===== src/sv/dhmvs_pkg.sv =====
// Shared types, constants and index tables for the delayed hit/miss vector store.
package dhmvs_pkg;

    localparam int FEATURE_COUNT = 64;
    localparam int LANES = 4;
    localparam int CHUNKS = FEATURE_COUNT / LANES;
    localparam int CHUNK_W = (CHUNKS > 1) ? $clog2(CHUNKS) : 1;
    localparam int LANE_W = 32;
    localparam int IDX_W = 4;
    localparam int IDX_COUNT = 1 << IDX_W;
    localparam int PORT_LANES = 4;
    localparam int QUEUE_DEPTH = 2;

    typedef logic [CHUNK_W-1:0] chunk_t;
    typedef logic [LANES-1:0][LANE_W-1:0] row_t;
    typedef logic [IDX_COUNT-1:0][CHUNK_W-1:0] chunk_tab_t;

    typedef struct packed {
        logic [IDX_W-1:0] chunk_index;
        logic is_hit;
        logic do_update;
        logic end_of_set;
        logic signed [LANE_W-1:0] lane_a;
        logic signed [LANE_W-1:0] lane_b;
        logic signed [LANE_W-1:0] lane_c;
        logic signed [LANE_W-1:0] lane_d;
    } in_item_t;

    typedef struct packed {
        logic [IDX_W-1:0] out_chunk_index;
        logic signed [LANE_W-1:0] hit_a;
        logic signed [LANE_W-1:0] hit_b;
        logic signed [LANE_W-1:0] hit_c;
        logic signed [LANE_W-1:0] hit_d;
        logic signed [LANE_W-1:0] miss_a;
        logic signed [LANE_W-1:0] miss_b;
        logic signed [LANE_W-1:0] miss_c;
        logic signed [LANE_W-1:0] miss_d;
        logic last_chunk;
    } out_item_t;

    typedef struct packed {
        chunk_t cur;
        chunk_t nxt;
        logic is_hit;
        logic do_update;
        logic end_of_set;
        row_t row;
    } cmd_t;

    typedef struct packed {
        logic clearing;
    } back_status_t;

    typedef enum logic [1:0] {
        BK_CLEAR,
        BK_RUN,
        BK_SETTLE,
        BK_BURST
    } back_state_t;

    function automatic chunk_tab_t build_cur_tab();
        chunk_tab_t tab;
        for (int i = 0; i < IDX_COUNT; i++)
        begin
            tab[i] = CHUNK_W'(i % CHUNKS);
        end
        return tab;
    endfunction

    function automatic chunk_tab_t build_nxt_tab();
        chunk_tab_t tab;
        for (int i = 0; i < IDX_COUNT; i++)
        begin
            tab[i] = CHUNK_W'(((i % CHUNKS) + 1) % CHUNKS);
        end
        return tab;
    endfunction

    localparam chunk_tab_t CUR_TAB = build_cur_tab();
    localparam chunk_tab_t NXT_TAB = build_nxt_tab();
    localparam chunk_t LAST_CHUNK = CHUNK_W'(CHUNKS - 1);

endpackage


===== src/sv/dhmvs_queue.sv =====
// Short command queue between the front end and the back end.
module dhmvs_queue (
    input  logic            clk,
    input  logic            rst_n,
    input  logic            push,
    output logic            push_ready,
    input  dhmvs_pkg::cmd_t push_cmd,
    output logic            pop_valid,
    input  logic            pop,
    output dhmvs_pkg::cmd_t pop_cmd
);

    localparam int PTR_W = (dhmvs_pkg::QUEUE_DEPTH > 1) ? $clog2(dhmvs_pkg::QUEUE_DEPTH) : 1;
    localparam int CNT_W = $clog2(dhmvs_pkg::QUEUE_DEPTH + 1);

    dhmvs_pkg::cmd_t entry_reg [dhmvs_pkg::QUEUE_DEPTH];
    logic [PTR_W-1:0] wr_ptr_reg;
    logic [PTR_W-1:0] wr_ptr_next;
    logic [PTR_W-1:0] rd_ptr_reg;
    logic [PTR_W-1:0] rd_ptr_next;
    logic [CNT_W-1:0] count_reg;
    logic [CNT_W-1:0] count_next;
    logic do_push;
    logic do_pop;

    assign push_ready = (count_reg != CNT_W'(dhmvs_pkg::QUEUE_DEPTH));
    assign pop_valid = (count_reg != '0);
    assign pop_cmd = entry_reg[rd_ptr_reg];
    assign do_push = push && push_ready;
    assign do_pop = pop && pop_valid;

    always_comb
    begin
        wr_ptr_next = wr_ptr_reg;
        rd_ptr_next = rd_ptr_reg;
        count_next = count_reg;
        if (do_push)
        begin
            wr_ptr_next = (wr_ptr_reg == PTR_W'(dhmvs_pkg::QUEUE_DEPTH - 1)) ? '0
                                                                           : wr_ptr_reg + 1'b1;
        end
        if (do_pop)
        begin
            rd_ptr_next = (rd_ptr_reg == PTR_W'(dhmvs_pkg::QUEUE_DEPTH - 1)) ? '0
                                                                           : rd_ptr_reg + 1'b1;
        end
        if (do_push && !do_pop)
        begin
            count_next = count_reg + 1'b1;
        end
        else if (do_pop && !do_push)
        begin
            count_next = count_reg - 1'b1;
        end
    end

    always_ff @(posedge clk or negedge rst_n)
    begin
        if (!rst_n)
        begin
            wr_ptr_reg <= '0;
            rd_ptr_reg <= '0;
            count_reg <= '0;
        end
        else
        begin
            wr_ptr_reg <= wr_ptr_next;
            rd_ptr_reg <= rd_ptr_next;
            count_reg <= count_next;
        end
    end

    always_ff @(posedge clk)
    begin
        if (do_push)
        begin
            entry_reg[wr_ptr_reg] <= push_cmd;
        end
    end

endmodule


===== config.mk =====
export PLATFORM = sky130hd
export DESIGN_NAME = dhmvs_queue
export DESIGN_NICKNAME = d
export VERILOG_FILES = /design/src/sv/dhmvs_pkg.sv /design/src/sv/dhmvs_queue.sv
export SDC_FILE = /design/constraint.sdc
export NUM_CORES = 1
export LEC_CHECK = 0
export BUFFER_PORTS_ARGS = -buffer_cell sky130_fd_sc_hd__buf_2
export CORE_MARGIN = 4
export CORE_UTILIZATION = 25
export CTS_CLUSTER_DIAMETER = 40
export DETAILED_ROUTE_END_ITERATION = 6
export GPL_ROUTABILITY_DRIVEN = 1
export SLEW_MARGIN = 15
export SYNTH_ARGS = -nofsm -noshare
export SYNTH_HDL_FRONTEND = slang
export SYNTH_SLANG_ARGS = --single-unit

===== constraint.sdc =====
create_clock -name clk -period 8.6 [get_ports clk]
set_clock_uncertainty 0.2 [all_clocks]
set_input_delay 0.43 -clock clk [delete_from_list [all_inputs] [get_ports clk]]
set_output_delay 0.43 -clock clk [all_outputs]
set_load 0.01 [all_outputs]

==> flow_metrics.tcl <==
set metrics [dict create \
    fillCellCount 3915 \
    synth_cell_types 16 \
    cts_buffer_depth 3 \
    total_leakage_power_nw 6.14 \
    final_common_cell "sky130_fd_sc_hd__buf_2" \
    finalWorstPathRequiredPeriod_ns 3.33 \
    total_congestion_overflow_after_global_routing 0 \
    final_max_slew_viol_count 0 \
    share_of_the_clock_period_used_by_the_worst_path_pct 38.7 \
    power.ir.vdd_worst_uv 229 \
    worst_pin_slew_ns 0.975 \
    detail_route.wirelength_um 23500 \
    layout.cells.most_common_list "283 x sky130_fd_sc_hd__buf_2, 278 x sky130_fd_sc_hd__edfxtp_1, 142 x sky130_fd_sc_hd__dlygate4sd3_1" \
    p_per_area_nw_per_um2 338 \
    initial_core_util_pct 25.3 \
    met2_global_route_usage_pct 16.6 \
    buffer_ports.inserted 283 \
    placementRows 75 \
    crit_path_cell_trace "buf_12, mux2_4, buf_2" \
    final.setup.worst_slack_ns 5.27 \
    grt_pass1_vias 6578 \
    yosysSeqAreaShare_pct 79.4 \
    num_io_pins 284 \
    layout.nets 1056 \
    largest_register_ffs 278 \
    post_route_cells_drive_above_1_share_pct 53.8 \
    globalRouteTotalUtil_pct 10.1 \
    totalPowerFinal_mw 5.27 \
    endpoint_kind "output port" \
    numCtsBuffers 45 \
    timing.critical_path.buf_inv 2 \
    clkLatencyLatePin_ns 0.56 \
    timing.fmax_ghz 0.301 \
    cts_sinks 282 \
    path_clk_slew_ns 0.05 \
    largest_net_degree_at_the_start_of_global_routing 102 \
    viasPerCell 3.95 \
    crit_path_max_incr_delay_ns 0.84 \
    globalRouteMet1Util_pct 11.8 \
    design.core.area_um2 42000 \
    groute.layer.met3.usage_pct 3.70 \
    grt_setup_unrepaired "no" \
    total_negative_setup_slacks_ns 0 \
    globalplace.congestion 0.717 \
    timing.critical_path.arrival_ns 2.70 \
    synth.avg_cell_area_um2 23.6 \
    firstDrtPassIters 4 \
    initial_antenna_violation_count 0 \
    drv_cap 0 \
    dp_hpwl_um 14400 \
    grt_pass1_wl_um 36700 \
    run_status "completed" \
    synth.ff_latch_count 282 \
    drt_iter0_drc 257 \
    ys.warnings.count 0 \
    die_height_um 214 \
    critical_path_required_ns 7.97 \
    hold_path_class "in -> reg" \
    dieArea_um2 45900 \
    ctsHtreeMaxLevel 2 \
    cts_tree "yes" \
    synthesis.area_um2 10600 \
    report.final.hold_viol_count 0 \
    final_antenna_net_count 0 \
    route.vias.total 5879 \
    routed_wire_length_per_instance_um 15.8 \
    setup.worst_path.start_class "register" \
    antennaDiodeCount 0 \
    remaining_max_slew_budget_at_the_tightest_pin_pct 35.0 \
    clock-root-buffer "sky130_fd_sc_hd__clkbuf_16" \
    critPathSlowestCell "sky130_fd_sc_hd__dfrtp_4" \
    drc_errors 0 \
    globalRoute.busiestLayer "met2" \
    mappedNetlistNets 595 \
    critPathTopFamily "flip-flops" \
    area.growth.synth_to_final_pct 46.6 \
    dp_worst_setup_slack_ns 5.75 \
    fp.dieW_um 214 \
    critPathKind "reg -> out" \
    maximum_net_fanout_on_the_critical_path 101 \
    final_setup_violation_count 0 \
    synthesis.instances 451 \
]
==> worst register-to-register path, stage by stage, from the launching register on <==
cell and delay, ns:
sky130_fd_sc_hd__dfrtp_1 0.42, sky130_fd_sc_hd__nand2b_1 0.18, sky130_fd_sc_hd__nand2_1 0.14, sky130_fd_sc_hd__nor2_4 0.56
sky130_fd_sc_hd__buf_4 0.80
==> final cells by class <==
class | count | area, µm² | share of cell area [%]
clock buffers | 47 | 1140 | 7.33
clock inverters | 36 | 398 | 2.55
inverters | 1 | 3.75 | 0.0241
multi-input cells | 152 | 2040 | 13.1
flip-flops and latches | 282 | 8450 | 54.2
well taps | 539 | 674 | 4.32
repair buffers | 430 | 2890 | 18.5
==> per-layer routing <==
metal	up-vias	share of wire, %
met5	-	0
met4	0	3.6
met3	59	7.8
met2	218	48
met1	2857	41
li1	2745	-
==> what timing repair did <==
item | CTS | global route
hold endpoints to repair | 283 | 0
resized for setup | 0 | 0
setup buffers | 0 | 0
hold buffers | 142 | 0
==> kinds of logic (layout without fill, tap and decap cells) <==
family	count (synthesis)	in the layout	share of synthesized area, %
flops	282	282	79.4
mux	139	139	18.2
buf+inv	17	514	1.53
simple gates	7	7	0.318
xor+xnor	5	5	0.412
fa+ha+maj	1	1	0.118
==> path summary, 6_finish.rpt <==
check                                    startpoint                     endpoint  slack [ns]  cells past startpoint
max                          rd_ptr_reg$_DFFE_PN0P_                  pop_cmd[97]        5.27                      3
min                                            push       wr_ptr_reg$_DFFE_PN0P_        0.06                      3
max reg2reg                count_reg[0]$_DFFE_PN0P_  entry_reg[0][104]$_DFFE_PP_        5.76                      4
min in group asynchronous                     rst_n     count_reg[1]$_DFFE_PN0P_        0.59                      3
max in group asynchronous                     rst_n       rd_ptr_reg$_DFFE_PN0P_        7.39                      3
min reg2reg                count_reg[1]$_DFFE_PN0P_     count_reg[1]$_DFFE_PN0P_        0.32                      1
==> power breakdown <==
part | internal (mW) | switching [mW]
clock | 1.12 | 0.680
combinational | 0.738 | 0.736
sequential | 1.89 | 0.115
total | 3.74 | 1.53
==> stage by stage <==
step | util (%) | std cells | area (µm²) | hold slack (ns)
2_1_floorplan | - | 451 | 10600 | -0.0656
3_3_place_gp | 30.1 | 1262 | 12600 | 0.0389
3_5_place_dp | 30.1 | 1262 | 12600 | 0.0481
4_1_cts | 37.1 | 1487 | 15600 | 0.00662
5_1_grt | 37.1 | 1487 | 15600 | 0.0518
6_report | 37.1 | 1487 | 15600 | 0.0602
==> cell usage after synthesis (all sizes together) <==
master | count | area, µm²
and3 | 1 | 6.26
edfxtp | 278 | 8350
mux2 | 139 | 1940
nand2b | 1 | 6.26
nand2 | 2 | 7.51
nor2 | 2 | 7.51
xor2 | 2 | 17.5
inv | 1 | 3.75
buf | 16 | 159
ha | 1 | 12.5
dfrtp | 4 | 100
xnor2 | 3 | 26.3
or2 | 1 | 6.26
Power figures use the tool's default switching activity.
